**src/hdl/image_rotate_90_macros.svh**
```systemverilog
// assertion helpers shared by the checking code of the rotation engine
`ifndef IMAGE_ROTATE_90_MACROS_SVH
`define IMAGE_ROTATE_90_MACROS_SVH

// same-cycle implication, quiet during reset
`define IROT_CHECK(label, ante, cons, msg) \
    label: assert property (@(posedge clk) disable iff (!rst_n) (ante) |-> (cons)) \
        else $error(msg);

// next-cycle implication, quiet during reset
`define IROT_CHECK_NEXT(label, ante, cons, msg) \
    label: assert property (@(posedge clk) disable iff (!rst_n) (ante) |=> (cons)) \
        else $error(msg);

`endif

```
**src/hdl/irot90_queue.sv**
```systemverilog
module irot90_queue #(
    parameter int WIDTH = 8,
    parameter int DEPTH = 2
) (
    input  logic             clk,
    input  logic             rst_n,
    input  logic             push,
    input  logic [WIDTH-1:0] push_data,
    output logic             full,
    input  logic             pop,
    output logic             not_empty,
    output logic [WIDTH-1:0] pop_data
);
    localparam int PW = (DEPTH > 1) ? $clog2(DEPTH) : 1;
    localparam int NW = $clog2(DEPTH + 1);

    logic [WIDTH-1:0] slot_reg [DEPTH];
    logic [PW-1:0]    wr_ptr_reg, wr_ptr_next;
    logic [PW-1:0]    rd_ptr_reg, rd_ptr_next;
    logic [NW-1:0]    fill_reg, fill_next;

    function automatic logic [PW-1:0] ptr_inc(input logic [PW-1:0] p);
        ptr_inc = (p == PW'(DEPTH - 1)) ? '0 : PW'(p + PW'(1));
    endfunction

    assign full      = (fill_reg == NW'(DEPTH));
    assign not_empty = (fill_reg != '0);
    assign pop_data  = slot_reg[rd_ptr_reg];

    always_comb
    begin
        wr_ptr_next = push ? ptr_inc(wr_ptr_reg) : wr_ptr_reg;
        rd_ptr_next = pop ? ptr_inc(rd_ptr_reg) : rd_ptr_reg;
        fill_next   = fill_reg;
        if (push && !pop)
        begin
            fill_next = NW'(fill_reg + NW'(1));
        end
        else if (pop && !push)
        begin
            fill_next = NW'(fill_reg - NW'(1));
        end
    end

    always_ff @(posedge clk or negedge rst_n)
    begin
        if (!rst_n)
        begin
            wr_ptr_reg <= '0;
            rd_ptr_reg <= '0;
            fill_reg   <= '0;
        end
        else
        begin
            wr_ptr_reg <= wr_ptr_next;
            rd_ptr_reg <= rd_ptr_next;
            fill_reg   <= fill_next;
        end
    end

    always_ff @(posedge clk)
    begin
        if (push)
        begin
            slot_reg[wr_ptr_reg] <= push_data;
        end
    end
endmodule

```
**config.mk**
```make
export PLATFORM = sky130hd
export DESIGN_NAME = irot90_queue
export DESIGN_NICKNAME = d
export VERILOG_FILES = /design/src/hdl/image_rotate_90_macros.svh /design/src/hdl/irot90_queue.sv
export SDC_FILE = /design/constraint.sdc
export NUM_CORES = 1
export LEC_CHECK = 0
export ABC_AREA = 1
export BUFFER_PORTS_ARGS = -buffer_cell sky130_fd_sc_hd__buf_2
export CORE_AREA = 2 2 45 55
export CTS_CLUSTER_SIZE = 14
export DETAILED_ROUTE_END_ITERATION = 6
export DIE_AREA = 0 0 47 57
export GPL_ROUTABILITY_DRIVEN = 0
export PLACE_DENSITY = 0.71
export SKIP_LAST_GASP = 1
export SYNTH_ARGS = -nofsm -noshare
export SYNTH_HDL_FRONTEND = slang
export SYNTH_SLANG_ARGS = --single-unit
```
**constraint.sdc**
```tcl
create_clock -name clk -period 1.16 [get_ports clk]
set_input_delay 0.116 -clock clk [delete_from_list [all_inputs] [get_ports clk]]
set_output_delay 0.116 -clock clk [all_outputs]
set_load 0.02 [all_outputs]
```
### After elaboration in Yosys (flattened, before gate mapping)

Memory sizes are Yosys's and may differ from the RTL's.
Cells that the tools add are included.

* memory bits (writable): 16
* bits in latches: 0
* memories: 1
* input bits: 12
* ROM bits: 0
* output and inout bits: 10
* flip-flop bits (word level): 4
* word-level logic and storage cells: 21

* mux-type cells: 6
* reductions and logical operators: 6
* $mul: 0
* shift operators: 0
* order comparisons: 0
* equality and inequality tests: 1
* div/mod/pow operators: 0
* $add $sub $neg: 4
* bitwise logic cells: 0

Memories
* slot_reg: depth 2, width 8, rd ports 1, clocked after Yosys merged registers in 0, write ports 1, RTL line irot90_queue.sv:17 `logic [WIDTH-1:0] slot_reg [DEPTH];`

Operator list (count)
* $mux 1: 4
* $mux 2: 2
* $reduce_bool 2->1: 2
* $add 1x1->1 const B: 2
* $add 2x1->2 const B: 1
* $eq 2x2->1 const B: 1
* $logic_and 1x1->1: 2
* $logic_not 1->1: 2
* $sub 2x1->2 const B: 1

### Longest topological paths before layout

Gate-level depths: netlist of run 1.

* depth in word-level cells: 4
* gate-level depth with buffers: 7
* mapped depth without buffers: 7

### Least setup slack after synthesis of run 1

OpenSTA, ideal clock, no wires.

* path type: reg-to-reg
* start point: reg wr_ptr_reg
* end point: mem slot_reg[0][0], enable pin
* clock period less this slack: 1.144 ns
* required time: 0.790 ns
* slack: 0.016 ns
* data arrival time: 0.774 ns
* path buffers: 0
* cell stages (with the launch flop): 2
* setup time: 0.370 ns
* path through: dfrtp_1 > nor2_1

RTL lines
* start: declaration: RTL line irot90_queue.sv:18 `logic [PW-1:0] wr_ptr_reg, wr_ptr_next;`
* start signal: assignment: RTL line irot90_queue.sv:55 `wr_ptr_reg <= wr_ptr_next;`
* end: declaration: RTL line irot90_queue.sv:17

Straight into the memory's write port.

### Worst setup path after layout of run 1

* start point: reg rd_ptr_reg
* end point: out pop_data[6]

* longest elaborated chain between the ends: 1

Ends and longest elaborated chain
* start: declaration: RTL line irot90_queue.sv:19 `logic [PW-1:0] rd_ptr_reg, rd_ptr_next;`
* start signal: assignment: RTL line irot90_queue.sv:56 `rd_ptr_reg <= rd_ptr_next;`
* $mem_v2 2x8
* end: declaration: RTL line irot90_queue.sv:12 `output logic [WIDTH-1:0] pop_data`

Every way passes these cells.

==> impl_metrics.ini, run 1 <==
[run_status]
outcome = finished, violations left
violations = setup timing

[power]
power_density_nw_per_um2 = 2310
leakage_nw = 0.531
peakVddDrop_v = 0.00123

[flow_run]
maxCapViolCount = 0

[routing]
dr.pass1.iters = 3
via_per_inst = 4.23
ant_nets = 0
drt-initial-drc-count = 3
wire_per_inst_um = 11.4
routed_wl_mm = 1.37
vias = 508
drc_errors = 0

[synthesis]
synth.top_cells.by_area = edfxtp_1, mux2_4, dfrtp_1
synth_top_area_cell = edfxtp_1
syn_area_per_cell_um2 = 16.4
yosysUniqueCellTypes = 12
yosysSeqAreaShare_pct = 70.9
yosys.area.top_type_share_pct = 58.7
syn-num-nets = 63
syn-cell-area_um2 = 818
synth_cells = 50
ys_ff_latch = 20
ys_warn_count = 0

[floorplan]
core-area_um2 = 2190
die_h_um = 57
pin_count = 22
dieWidth_um = 47
row_count = 19
fp.dieArea_um2 = 2680
floorplan.initialDensity_pct = 37.4

[placed_design]
dp_hpwl_um = 828
io_buffers = 21
post-place-ws_ps = -126

[clocking]
cts.path.max_buffers = 2
clkSlewWorstSetupHoldPaths_ps = 110
htreeDepth = 1
cts.sinks = 20
clock_latency_ps = 300
cts_tree = yes
cts_root_buf = clkbuf_4
numCtsBuffers = 3

[setup_path]
r2r_setup_slack_ps = 60
rr_startpoint = rd_ptr_reg
crit_arrival_ps = 1320
r2r.worst_path.cells = 4
cp_max_fo = 5
path_class = reg -> out
start_kind = register
worstPathRequired_ps = 1040
endpoint_kind = output pin
crit_start = rd_ptr_reg
r2r_end = rd_ptr_reg

[sta]
rsz0062_at_grt = yes
drv_slew = 0
worst_slack_ps = -271
relSlewSlack_pct = 79.0
setup_viol = 8
hold_ws_ps = 25.8
fin_crit_ps = 1430
clock_skew_ps = 4.19
fmax_ghz = 0.699
worstMarginPinSlew_ps = 315
finalHoldViolCount = 0
fin_crit_sh_pct = 123

[global_route]
grt.total_usage_pct = 10.8
first_global_vias = 437
grt_max_degree = 12
grt_overflow = 0
grt_pass1_wl_mm = 1.91
antenna_found_initial = 0

[layout]
drive_above_1_share_pct = 47.2
fillerInstances = 190
largest_reg_flops = 16
n_antenna_cell = 0
syn2layout_area_growth_pct = 45.4
fin_util_pct = 54.4
fin_nets = 103

[hold_path]
holdPathStages = 2
min_path_type = in -> reg
min_from = push
hold_end = wr_ptr_reg
critical path, stage by stage, from the launching register on:
cell and delay (ps):
dfrtp_2 440, buf_6 140, mux2_4 300, buf_6 130
cell usage in the layout, fill, tap and decap left out, types with 2 or more instances in the layout:
master	count
edfxtp_1	16
buf_2	11
buf_6	11
dlygate4sd3_1	9
mux2_4	8
nand2_1	6
inv_1	5
buf_4	5
clkbuf_4	3
dfrtp_1	3
inv_2	2
nor2_1	2
xor2_1	2
where the power goes:
| group | switching, W | leakage [nW] | internal (W) |
|---|---|---|---|
| Sequential | 0.0000935 | 0.196 | 0.000978 |
| Combinational | 0.000575 | 0.314 | 0.000708 |
| Clock | 0.000206 | 0.0210 | 0.000191 |
| Total | 0.000875 | 0.531 | 0.00188 |
how the worst max path moves through the flow:
| stage | to | slack (ps) | depth (start not counted) |
|---|---|---|---|
| after CTS | pop_data[6] | -270 | 3 |
| final | pop_data[6] | -270 | 3 |
| after floorplan | slot_reg[0][0] | 20 | 1 |
| after global routing | pop_data[0] | -320 | 3 |
| after global placement | pop_data[6] | -110 | 2 |
| after detailed placement | pop_data[6] | -130 | 2 |
Yosys cell counts:
cell type,n
buf_6,1
inv_1,7
edfxtp_1,16
xnor2_1,1
ha_1,1
xor2_1,2
nand4_1,1
dfrtp_1,4
nand2_1,6
mux2_4,8
nor2_1,2
nand3_1,1
cell families (layout without fill, tap and decap cells):
kind of cell / count (synthesis) / count (layout) / share of synthesized area (%)
DFF: 20 / 20 / 70.9
and+or+nand+nor: 10 / 10 / 5.05
muxes: 8 / 8 / 14.7
buffers and inverters: 8 / 47 / 4.59
xor gates and xnor gates: 3 / 3 / 3.21
adders and majority gates: 1 / 1 / 1.53
through the flow:
step | setup TNS, ps | instances | cell area, um2 | total power, W
2_1_floorplan | 0 | 50 | 818 | 0.00175
4_1_cts | -2040 | 116 | 1140 | 0.00267
5_1_grt | -2520 | 120 | 1190 | 0.00289
3_3_place_gp | -809 | 102 | 958 | 0.00194
3_5_place_dp | -930 | 102 | 958 | 0.00196
6_report | -2090 | 120 | 1190 | 0.00275
area by class of cell:
cell class	count	area, um2	area share [%]
Clock buffer	4	36.3	3.05
Timing Repair Buffer	36	307	25.8
Multi-Input combinational cell	22	200	16.8
Sequential cell	20	582	48.9
Tap cell	31	38.8	3.26
Inverter	7	26.3	2.21
per-layer routing:
metal	share of wire (%)	vias to the layer above	GRT usage, %
met5	0	-	0
met4	2.2	0	7.14
met3	5.6	3	2.85
met2	54	20	16.6
met1	38	236	12.7
li1	-	249	-
what timing repair did:
item                       in CTS  in global routing
hold buffers                    6                  3
resized for setup              20                  5
buffers inserted                4                  1
pin swaps                       0                  1
setup endpoints to repair       8                 10
hold endpoints to repair       14                  6
Note: power is estimated with default switching activity, not from simulation.
==> inputs of run 2 (changes only) <==
--- a/config.mk
+++ b/config.mk
@@ -12,6 +12,7 @@
 export DETAILED_ROUTE_END_ITERATION = 6
 export DIE_AREA = 0 0 47 57
 export GPL_ROUTABILITY_DRIVEN = 0
+export GPL_TIMING_DRIVEN = 0
 export PLACE_DENSITY = 0.71
 export SKIP_LAST_GASP = 1
 export SYNTH_ARGS = -nofsm -noshare
==> impl_metrics.ini, run 2 (same netlist as run 1, synthesis figures left out) <==
[sta]
setup_viol = 8
clock_skew_ps = 2.26
rsz0062_at_grt = yes
tns_ps = -1930
drv_slew = 0
fin_crit_ps = 1410
finalHoldViolCount = 0
fmax_ghz = 0.709
worstMarginPinSlew_ps = 320
fin_crit_sh_pct = 122
worst_slack_ps = -250
relSlewSlack_pct = 78.7

[power]
power_density_nw_per_um2 = 2330
leakage_nw = 0.519
peakVddDrop_v = 0.00137

[placed_design]
io_buffers = 21
post-place-ws_ps = -174
dp_hpwl_um = 899

[global_route]
grt_overflow = 0
grt.total_usage_pct = 10.9
antenna_found_initial = 0
grt_pass1_wl_mm = 2.04
grt_max_degree = 12
first_global_vias = 520

[layout]
n_antenna_cell = 0
largest_reg_flops = 16
final_common_cell = edfxtp_1
final_cell_mix = edfxtp_1, buf_6, buf_2, mux2_4, dlygate4sd3_1
drive_above_1_share_pct = 47.7
syn2layout_area_growth_pct = 43.4
fin_util_pct = 53.7
fin_nets = 100

[hold_path]
min_path_type = in -> reg

[setup_path]
r2r_setup_slack_ps = 70
worstPathRequired_ps = 1040
crit_arrival_ps = 1290
start_kind = register
path_class = reg -> out
endpoint_kind = output pin
cp_max_fo = 5

[run_status]
violations = setup timing
outcome = finished, violations left

[clocking]
htreeDepth = 1
numCtsBuffers = 3
cts_root_buf = clkbuf_4
clkSlewWorstSetupHoldPaths_ps = 110
cts_tree = yes
cts.sinks = 20
clock_latency_ps = 290
cts.path.max_buffers = 2

[routing]
via_per_inst = 4.25
drt-initial-drc-count = 3
drc_errors = 0
vias = 497
dr.pass1.iters = 4
ant_nets = 0
routed_wl_mm = 1.56
wire_per_inst_um = 13.3

[flow_run]
maxCapViolCount = 0

[floorplan]
row_count = 19
fp.dieArea_um2 = 2680
pin_count = 22
dieWidth_um = 47
floorplan.initialDensity_pct = 37.4
core-area_um2 = 2190
die_h_um = 57
[run 2: cell types whose count changed in the layout (fill, tap and decap cells not counted)]
cell / delta
dlygate4sd3_1: -1
nor2_4: +1
dfrtp_1: +1
nor2_1: -1
dfrtp_2: -1
buf_4: -2
nand2_2: +1
nand2_1: -1
[run 2: metrics by stage]
stage,hold slack (ps),power [W],instances,cell area (um2)
after detailed placement,-67.7,0.00200,102,962
after floorplan,-180,0.00175,50,818
after global placement,-74.8,0.00197,102,962
after global routing,0.0225,0.00289,117,1170
after CTS,1.36,0.00243,109,1030
final,19.1,0.00273,117,1170
[run 2: final cells by class]
| type | instances | area, um2 |
|---|---|---|
| sequential | 20 | 581 |
| inverter | 7 | 26.3 |
| fill | 210 | 1010 |
| buffer | 1 | 11.3 |
| multi-input combinational | 22 | 210 |
| tap | 31 | 38.8 |
| timing repair buffer | 32 | 270 |
| clock buffer | 4 | 36.3 |
[run 2: worst paths after layout]
path                       depth (start not counted)         start              to
min                                                1  push_data[6]  slot_reg[0][6]
max                                                3    rd_ptr_reg     pop_data[6]
max reg2reg                                        2    wr_ptr_reg  slot_reg[1][7]
min in group asynchronous                          2         rst_n      wr_ptr_reg
min reg2reg                                        2   fill_reg[1]     fill_reg[1]
max in group asynchronous                          2         rst_n     fill_reg[0]
[run 2: what timing repair did]
| item | 4_1_cts | 5_1_grt |
|---|---|---|
| setup endpoints to repair | 16 | 10 |
| setup buffers | 1 | 1 |
| hold buffers | 2 | 6 |
| pin swaps | 0 | 2 |
| endpoints found under the hold margin | 6 | 12 |
| cloned | 0 | 1 |
| resized for setup | 2 | 24 |
[run 2: worst max-delay path, stage by stage (launching register included)]
cell	delay, ps
dfrtp_1	420
buf_6	150
mux2_4	300
buf_6	130
[run 2: layer usage]
| metal | share of wire, % | GRT usage, % |
|---|---|---|
| met4 | 0 | 4.76 |
| met5 | 0 | 0 |
| met2 | 60 | 18.8 |
| met1 | 36 | 11.2 |
| met3 | 3.9 | 4.11 |
[run 2: power breakdown]
| group | total [W] | switching [W] | internal (W) |
|---|---|---|---|
| Combinational | 0.00126 | 0.000579 | 0.000683 |
| Sequential | 0.00109 | 0.000112 | 0.000975 |
| Clock | 0.000386 | 0.000195 | 0.000191 |
