File: config.mk
export PLATFORM = sky130hd
export DESIGN_NAME = irot90_front_flat
export DESIGN_NICKNAME = d
export VERILOG_FILES = /design/src/hdl/image_rotate_90_macros.svh /design/src/hdl/irot90_pkg.sv /design/src/hdl/irot90_if.sv /design/src/hdl/irot90_front.sv /design/src/flat_wrapper.sv
export SDC_FILE = /design/constraint.sdc
export NUM_CORES = 1
export LEC_CHECK = 0
export ABC_AREA = 1
export BUFFER_PORTS_ARGS = -buffer_cell sky130_fd_sc_hd__buf_4
export CAP_MARGIN = 25
export CORE_ASPECT_RATIO = 1.1
export CORE_MARGIN = 2
export CORE_UTILIZATION = 50
export CTS_CLUSTER_DIAMETER = 200
export DETAILED_ROUTE_END_ITERATION = 8
export PLACE_DENSITY_LB_ADDON = 0.3
export SETUP_SLACK_MARGIN = 0.3
export SLEW_MARGIN = 20
export SYNTH_ARGS = -nofsm -noshare
export SYNTH_HDL_FRONTEND = slang
export SYNTH_SLANG_ARGS = --single-unit
File: constraint.sdc
create_clock -name clk -period 12.7 [get_ports clk]
set_input_delay 0.635 -clock clk [delete_from_list [all_inputs] [get_ports clk]]
set_output_delay 0.635 -clock clk [all_outputs]
set_load 0.005 [all_outputs]
File: src/hdl/image_rotate_90_macros.svh
// assertion helpers shared by the checking code of the rotation engine
`ifndef IMAGE_ROTATE_90_MACROS_SVH
`define IMAGE_ROTATE_90_MACROS_SVH

// same-cycle implication, quiet during reset
`define IROT_CHECK(label, ante, cons, msg) \
    label: assert property (@(posedge clk) disable iff (!rst_n) (ante) |-> (cons)) \
        else $error(msg);

// next-cycle implication, quiet during reset
`define IROT_CHECK_NEXT(label, ante, cons, msg) \
    label: assert property (@(posedge clk) disable iff (!rst_n) (ante) |=> (cons)) \
        else $error(msg);

`endif

File: src/hdl/irot90_pkg.sv
package irot90_pkg;

    localparam int COLOR_W    = 8;
    localparam int CFG_DATA_W = 9;
    localparam int CFG_IDX_W  = 2;

    localparam logic CMD_LOAD = 1'b0;
    localparam logic CMD_READ = 1'b1;

    localparam logic DIR_CW  = 1'b0;
    localparam logic DIR_CCW = 1'b1;

    typedef enum logic [CFG_IDX_W-1:0] {
        REG_IMAGE_WIDTH  = 2'd0,
        REG_IMAGE_HEIGHT = 2'd1,
        REG_ROTATE_DIR   = 2'd2
    } cfg_reg_e;

    typedef struct packed {
        logic [COLOR_W-1:0] red;
        logic [COLOR_W-1:0] green;
        logic [COLOR_W-1:0] blue;
    } pixel_t;

    typedef struct packed {
        logic is_read;
        logic last;
    } item_tag_t;

endpackage

File: src/hdl/irot90_if.sv
interface irot90_in_if;
    logic       valid;
    logic       ready;
    logic       command;
    logic [7:0] red_in;
    logic [7:0] green_in;
    logic [7:0] blue_in;

    modport source (output valid, command, red_in, green_in, blue_in, input ready);
    modport sink   (input valid, command, red_in, green_in, blue_in, output ready);
endinterface


File: src/hdl/irot90_front.sv
module irot90_front #(
    parameter int MAX_SIDE   = 256,
    parameter int MAX_PIXELS = 65536
) (
    input  logic                                   clk,
    input  logic                                   rst_n,
    irot90_in_if.sink                              pix_in,
    input  logic [$clog2(MAX_SIDE+1)-1:0]          side_w,
    input  logic [$clog2(MAX_SIDE+1)-1:0]          side_h,
    input  logic                                   dir,
    input  logic [$clog2(MAX_PIXELS+1)-1:0]        frame_count,
    input  logic                                   q_full,
    output logic                                   push,
    output irot90_pkg::item_tag_t                  tag,
    output irot90_pkg::pixel_t                     pix,
    output logic [((($clog2(MAX_SIDE)+$clog2(MAX_SIDE+1)) > $clog2(MAX_PIXELS)) ?
                   ($clog2(MAX_SIDE)+$clog2(MAX_SIDE+1)) : $clog2(MAX_PIXELS))-1:0] base,
    output logic [$clog2(MAX_SIDE)-1:0]            offset
);
    import irot90_pkg::*;

    localparam int CW     = $clog2(MAX_SIDE);
    localparam int SIDE_W = $clog2(MAX_SIDE + 1);
    localparam int ADDR_W = $clog2(MAX_PIXELS);
    localparam int CNT_W  = $clog2(MAX_PIXELS + 1);
    localparam int PROD_W = CW + SIDE_W;
    localparam int BASE_W = (PROD_W > ADDR_W) ? PROD_W : ADDR_W;

    logic [ADDR_W-1:0] load_idx_reg, load_idx_next;
    logic [CW-1:0]     row_reg, row_next;
    logic [CW-1:0]     col_reg, col_next;

    logic [ADDR_W-1:0] li_c;
    logic [CNT_W-1:0]  li_inc;
    logic              load_last;
    logic [CW-1:0]     i_c, j_c;
    logic [SIDE_W-1:0] w_m1, h_m1;
    logic              row_end, col_end;
    logic [CW-1:0]     mul_a, off_c;
    logic [PROD_W-1:0] prod;
    logic              accept;

    assign pix_in.ready = !q_full;
    assign accept       = pix_in.valid && !q_full;
    assign push         = accept;

    always_comb
    begin
        // counters left outside a resized frame restart at zero
        li_c      = (CNT_W'(load_idx_reg) >= frame_count) ? '0 : load_idx_reg;
        li_inc    = CNT_W'(li_c) + CNT_W'(1);
        load_last = (li_inc >= frame_count);

        i_c  = (SIDE_W'(row_reg) >= side_w) ? '0 : row_reg;
        j_c  = (SIDE_W'(col_reg) >= side_h) ? '0 : col_reg;
        w_m1 = SIDE_W'(side_w - SIDE_W'(1));
        h_m1 = SIDE_W'(side_h - SIDE_W'(1));
        row_end = (SIDE_W'(i_c) == w_m1);
        col_end = (SIDE_W'(j_c) == h_m1);

        if (dir == DIR_CW)
        begin
            mul_a = CW'(h_m1 - SIDE_W'(j_c));
            off_c = i_c;
        end
        else
        begin
            mul_a = j_c;
            off_c = CW'(w_m1 - SIDE_W'(i_c));
        end
        prod = PROD_W'(mul_a) * PROD_W'(side_w);

        pix.red   = pix_in.red_in;
        pix.green = pix_in.green_in;
        pix.blue  = pix_in.blue_in;

        if (pix_in.command == CMD_READ)
        begin
            tag.is_read = 1'b1;
            tag.last    = row_end && col_end;
            base        = BASE_W'(prod);
            offset      = off_c;
        end
        else
        begin
            tag.is_read = 1'b0;
            tag.last    = load_last;
            base        = BASE_W'(li_c);
            offset      = '0;
        end

        load_idx_next = load_idx_reg;
        row_next      = row_reg;
        col_next      = col_reg;
        if (accept)
        begin
            if (pix_in.command == CMD_READ)
            begin
                if (col_end)
                begin
                    col_next = '0;
                    row_next = row_end ? '0 : CW'(i_c + CW'(1));
                end
                else
                begin
                    col_next = CW'(j_c + CW'(1));
                    row_next = i_c;
                end
            end
            else
            begin
                load_idx_next = load_last ? '0 : li_inc[ADDR_W-1:0];
            end
        end
    end

    always_ff @(posedge clk or negedge rst_n)
    begin
        if (!rst_n)
        begin
            load_idx_reg <= '0;
            row_reg      <= '0;
            col_reg      <= '0;
        end
        else
        begin
            load_idx_reg <= load_idx_next;
            row_reg      <= row_next;
            col_reg      <= col_next;
        end
    end
endmodule

File: src/flat_wrapper.sv
// flat-port wrapper written by rule: the top's interface ports become plain ports
module irot90_front_flat import irot90_pkg::*;
#(
    parameter int MAX_SIDE   = 256,
    parameter int MAX_PIXELS = 65536
)
  (clk, rst_n, side_w, side_h, dir, frame_count, q_full, push, tag, pix, base, offset, pix_in_valid, pix_in_command, pix_in_red_in, pix_in_green_in, pix_in_blue_in, pix_in_ready);
  irot90_in_if pix_in_i ();
  input  logic clk;
  input  logic rst_n;
  input  logic [$clog2(MAX_SIDE+1)-1:0] side_w;
  input  logic [$clog2(MAX_SIDE+1)-1:0] side_h;
  input  logic dir;
  input  logic [$clog2(MAX_PIXELS+1)-1:0] frame_count;
  input  logic q_full;
  output logic push;
  output irot90_pkg::item_tag_t tag;
  output irot90_pkg::pixel_t pix;
  output logic [((($clog2(MAX_SIDE)+$clog2(MAX_SIDE+1)) > $clog2(MAX_PIXELS)) ?
                   ($clog2(MAX_SIDE)+$clog2(MAX_SIDE+1)) : $clog2(MAX_PIXELS))-1:0] base;
  output logic [$clog2(MAX_SIDE)-1:0] offset;
  input wire logic [$bits(pix_in_i.valid)-1:0] pix_in_valid;
  input wire logic [$bits(pix_in_i.command)-1:0] pix_in_command;
  input wire logic [$bits(pix_in_i.red_in)-1:0] pix_in_red_in;
  input wire logic [$bits(pix_in_i.green_in)-1:0] pix_in_green_in;
  input wire logic [$bits(pix_in_i.blue_in)-1:0] pix_in_blue_in;
  output wire logic [$bits(pix_in_i.ready)-1:0] pix_in_ready;
  assign pix_in_i.valid = pix_in_valid;
  assign pix_in_i.command = pix_in_command;
  assign pix_in_i.red_in = pix_in_red_in;
  assign pix_in_i.green_in = pix_in_green_in;
  assign pix_in_i.blue_in = pix_in_blue_in;
  assign pix_in_ready = pix_in_i.ready;
  irot90_front #(.MAX_SIDE(MAX_SIDE), .MAX_PIXELS(MAX_PIXELS)) u_core (.clk(clk), .rst_n(rst_n), .pix_in(pix_in_i), .side_w(side_w), .side_h(side_h), .dir(dir), .frame_count(frame_count), .q_full(q_full), .push(push), .tag(tag), .pix(pix), .base(base), .offset(offset));
endmodule
# Word level (Yosys, flattened, before mapping)
# Cells that the tools add are included.
[classes]
addsub = 7
mul = 1
div = 0
magnitude_cmp = 4
eq_ne = 2
shift = 0
n_mux = 12
bitwise = 1
n_reduce_logical = 5
[op_table]
columns = ["op", "count"]
rows = [
  ["$mux 8", 8],
  ["$mux 16", 2],
  ["$eq 8x9->1", 2],
  ["$ge 8x9->1", 2],
  ["$sub 9x1->9 const B", 2],
  ["$add 16x1->17 const B", 1],
  ["$ge 16x17->1", 1],
  ["$ge 17x17->1", 1],
  ["$mul 8x9->17", 1],
  ["$mux 17", 1],
  ["$add 8x1->8 const B", 2],
  ["$sub 8x8->8", 2],
  ["$reduce_and 2->1", 2],
  ["$logic_and 1x1->1", 2],
  ["$mux 2", 1],
  ["$logic_not 1->1", 1],
  ["$not 1->1", 1],
]
[totals]
ff_bits = 32
latch_bits = 0
ramBits = 0
rom_bits = 0
out_inout_bits = 53
word_cells = 35
n_memories = 0

# Longest topological paths before layout
[logic_depth]
depth_word = 6
mapped_depth = 42

# Least setup slack after synthesis
# No wires, ideal clock.
[synth_path]
kind = "input -> output"
from = "input side_h[2]"
to = "output base[14] (netlist name)"
t_arrival_ps = 6832
required_time_ps = 12065
setup_slack_ps = 5233
path_stages = 41
cell_sequence = "inv_1 -> ha_1 -> a21oi_1 -> o21ai_0 -> nand2_1 -> nand2_1 -> nand2_1 -> nand2_2 -> nor2_1 -> ha_1 -> fa_1 -> inv_1 -> nand2_1 -> nand2_1 -> a21oi_1 -> or2_2 -> nand2_1 -> nand2_1 -> [5 not listed] -> nor2_1 -> fa_1 -> inv_1 -> fa_1 -> inv_1 -> fa_1 -> inv_1 -> fa_1 -> inv_1 -> ha_1 -> nand2_1 -> nor2_1 -> nand3_1 -> o2111ai_1 -> a21o_1 -> or2_2 -> nand3_1 -> o21ai_0"
[synth_lines]
columns = ["element", "line", "rtl"]
rows = [
  ["from (decl)", "flat_wrapper.sv:12", "input logic [$clog2(MAX_SIDE+1)-1:0] side_h;"],
  ["to (decl)", "flat_wrapper.sv:20", "($clog2(MAX_SIDE)+$clog2(MAX_SIDE+1)) : $clog2(MAX_PIXELS))-1:0] base;"],
]

==> run metrics <==
status=finished, final reports clean; EDFF count, synth=0; die area=15900 um2; global-route wire length before repair=31800 um; Initial Util=51.3%; commonest non-fill, non-tap cells in the layout=241 x nand2_1, 203 x inv_1, 123 x nor2_1; Largest stage delay, worst path=0.53 ns; Vias/cell=5.26; met2 WL=slightly below 10000 um; Yosys Warn Count=0; Design Area, Final=8110 um2; die width=120 um; Syn Area/Cell=6.69 um2; Most Frequent Cell on Critical Path=nand2_1; Worst setup SP type=primary input; Fin Setup TNS=0 ns; Die Span Y=132 um; Fmax=122 MHz; CP arrival=7.58 ns; largest net degree at the start of global routing=33; hold-fix buffers at CTS=0; Final period util=64.7%; core footprint=14500 um2; final wirelength=18900 um; max layer used=met4; ys async rst share=100%; post-CTS setup buffers=0; Layout Nets=1366; number of placement rows=46; worst-margin pin slew=0.972 ns; most common cell after layout, fill and taps aside=nand2_1; ANT cells=0; clock edge transition at the registers on the reported setup and hold paths=0.06 ns; initial antenna violation count=0; biggest area consumer among synthesized cells=ha_1; syn nets=1327; Final Skew=0.0101 ns; clk sinks=32; max FFs per register=16; kind of critical path=in2out; wire per inst=14.0 um; kind of end point of the critical path=primary output; RSZ-0062 raised after global routing=no; total congestion overflow=0; worst hold path type=in2async; synth top area cells=ha_1 18%, nand2_1 12%, fa_1 12%; Post-Syn Instances=1111; top_reg_cell synth=dfrtp_1; Post-DP Area=7950 um2; gp weighted congestion=0.883; Post-route DRC=0; maximum vdd drop=146 uV; DRT iter0 DRCs=427; Seq cells post-synth=32; depth of the most critical reg-to-reg path=21; Worst Path Required=around 12 ns; Synth top area share=18.0%; CTS max path bufs=2; Port Buffers=roughly 70; cell area after synthesis=7440 um2; vias in the first global route=a little under 7000; Final setup viols=0; Max Cap Violations=0; Final Max Tran Viols=0; ANT nets after route=0; post-layout min period=roughly 8.2 ns; Synth-to-Final Area Change=9.05%; Final Hold Vio Count=0; Max H-tree Level=2; fin cells=between 1000 and 1500; dpl ws=approximately 4.5 ns; CTS Buf Count=5; CP max FO=7; leakage power=about 0.0044 uW; Global Route Usage Sum=24.3%; Root Buffer=clkbuf_16; PwrDens=231 nW/um2; CTS tree=yes; final setup margin=4.49 ns; IO Pins=118; WL met1=8070 um; post_cts resized=0; via count=around 7000; DP Cell Count=1335; dpl hpwl=15900 um; DRT Pass-1 Iters=4; Pwr Total=1870 uW; layout cell share with drive strength beyond 1=12.0%; clock latency on the worst-skew pair=0.29 ns; slowest stage cell, crit path=fa_1; sequential share of the synthesized area=10.8%; Synth cell types=51; relative slew slack=35.0%; DR WL met3=slightly above 700 um
==> cells in the mapped netlist (all sizes together) (3+ instances only) <==
library cell	instances
nand2	249
inv	209
nor2	140
ha	107
nand3	62
o21ai	57
a21oi	47
fa	44
dfrtp	32
buf	29
xor2	25
nand4	24
nor3	15
o22ai	11
or2	11
clkbuf	8
and2	7
clkinv	6
xnor2	6
a21o	4
nand3b	3
==> power by group <==
part | switching (uW) | leakage, uW | internal [uW] | total, uW
Clock | 47.7 | 0.0000808 | 92.3 | 140
Combinational | 922 | 0.00385 | 652 | 1570
Sequential | 29.6 | 0.000422 | 127 | 157
Total | 999 | 0.00435 | 872 | 1870
==> critical path: cells and delay by family <==
kind                     cells  cell delay, ns
AO/OA/AOI/OAI                7            1.02
adder cells (fa/ha/maj)      8            3.13
buffers and inverters        9            0.76
AND/OR/NAND/NOR             19            1.99
==> final cells by class <==
cell class | instances | area [um2]
clock buffer | 6 | 129
timing repair buffer | 69 | 518
tap | 192 | 240
fill | 1458 | 6390
multi-input combinational | 827 | 5580
clock inverter | 2 | 35.0
inverter | 215 | 810
sequential | 32 | 801
==> routing by layer <==
layer,global-route usage (%),vias up
met4,7.04,0
met1,28.6,3287
li1,-,3571
met2,46.5,177
met5,0,-
met3,1.86,31
==> final timing paths <==
kind / from / endpoint / slack [ns]
setup / recovery: side_h[2] / base[14] / 4.49
hold / removal: rst_n / u_core.col_reg[3] / 0.29
setup reg to reg: u_core.load_idx_reg[12] / u_core.load_idx_reg[5] / 6.93
hold reg to reg: u_core.row_reg[7] / u_core.row_reg[7] / 0.53
max in group asynchronous: rst_n / u_core.load_idx_reg[9] / 12.06
min in group clk: u_core.row_reg[7] / u_core.row_reg[7] / 0.53
==> through the flow <==
stage                     utilization, %  hold WS, ns
after floorplan                        -        0.339
after global placement              54.8        0.508
after detailed placement            54.8        0.515
after CTS                           55.9        0.312
after global routing                55.9        0.333
final                               55.9        0.285
==> logic make-up (layout without fill, tap and decap cells) <==
logic type	count (synthesis)	after routing	synth area share (%)
and+or+nand+nor	515	515	31.8
buffers and inverters	252	292	14.2
adders and majority gates	151	151	29.9
AOI/OAI and AO/OA	130	130	9.73
DFF	32	32	10.8
xor gates and xnor gates	31	31	3.65
(Power assumes the default switching activity.)
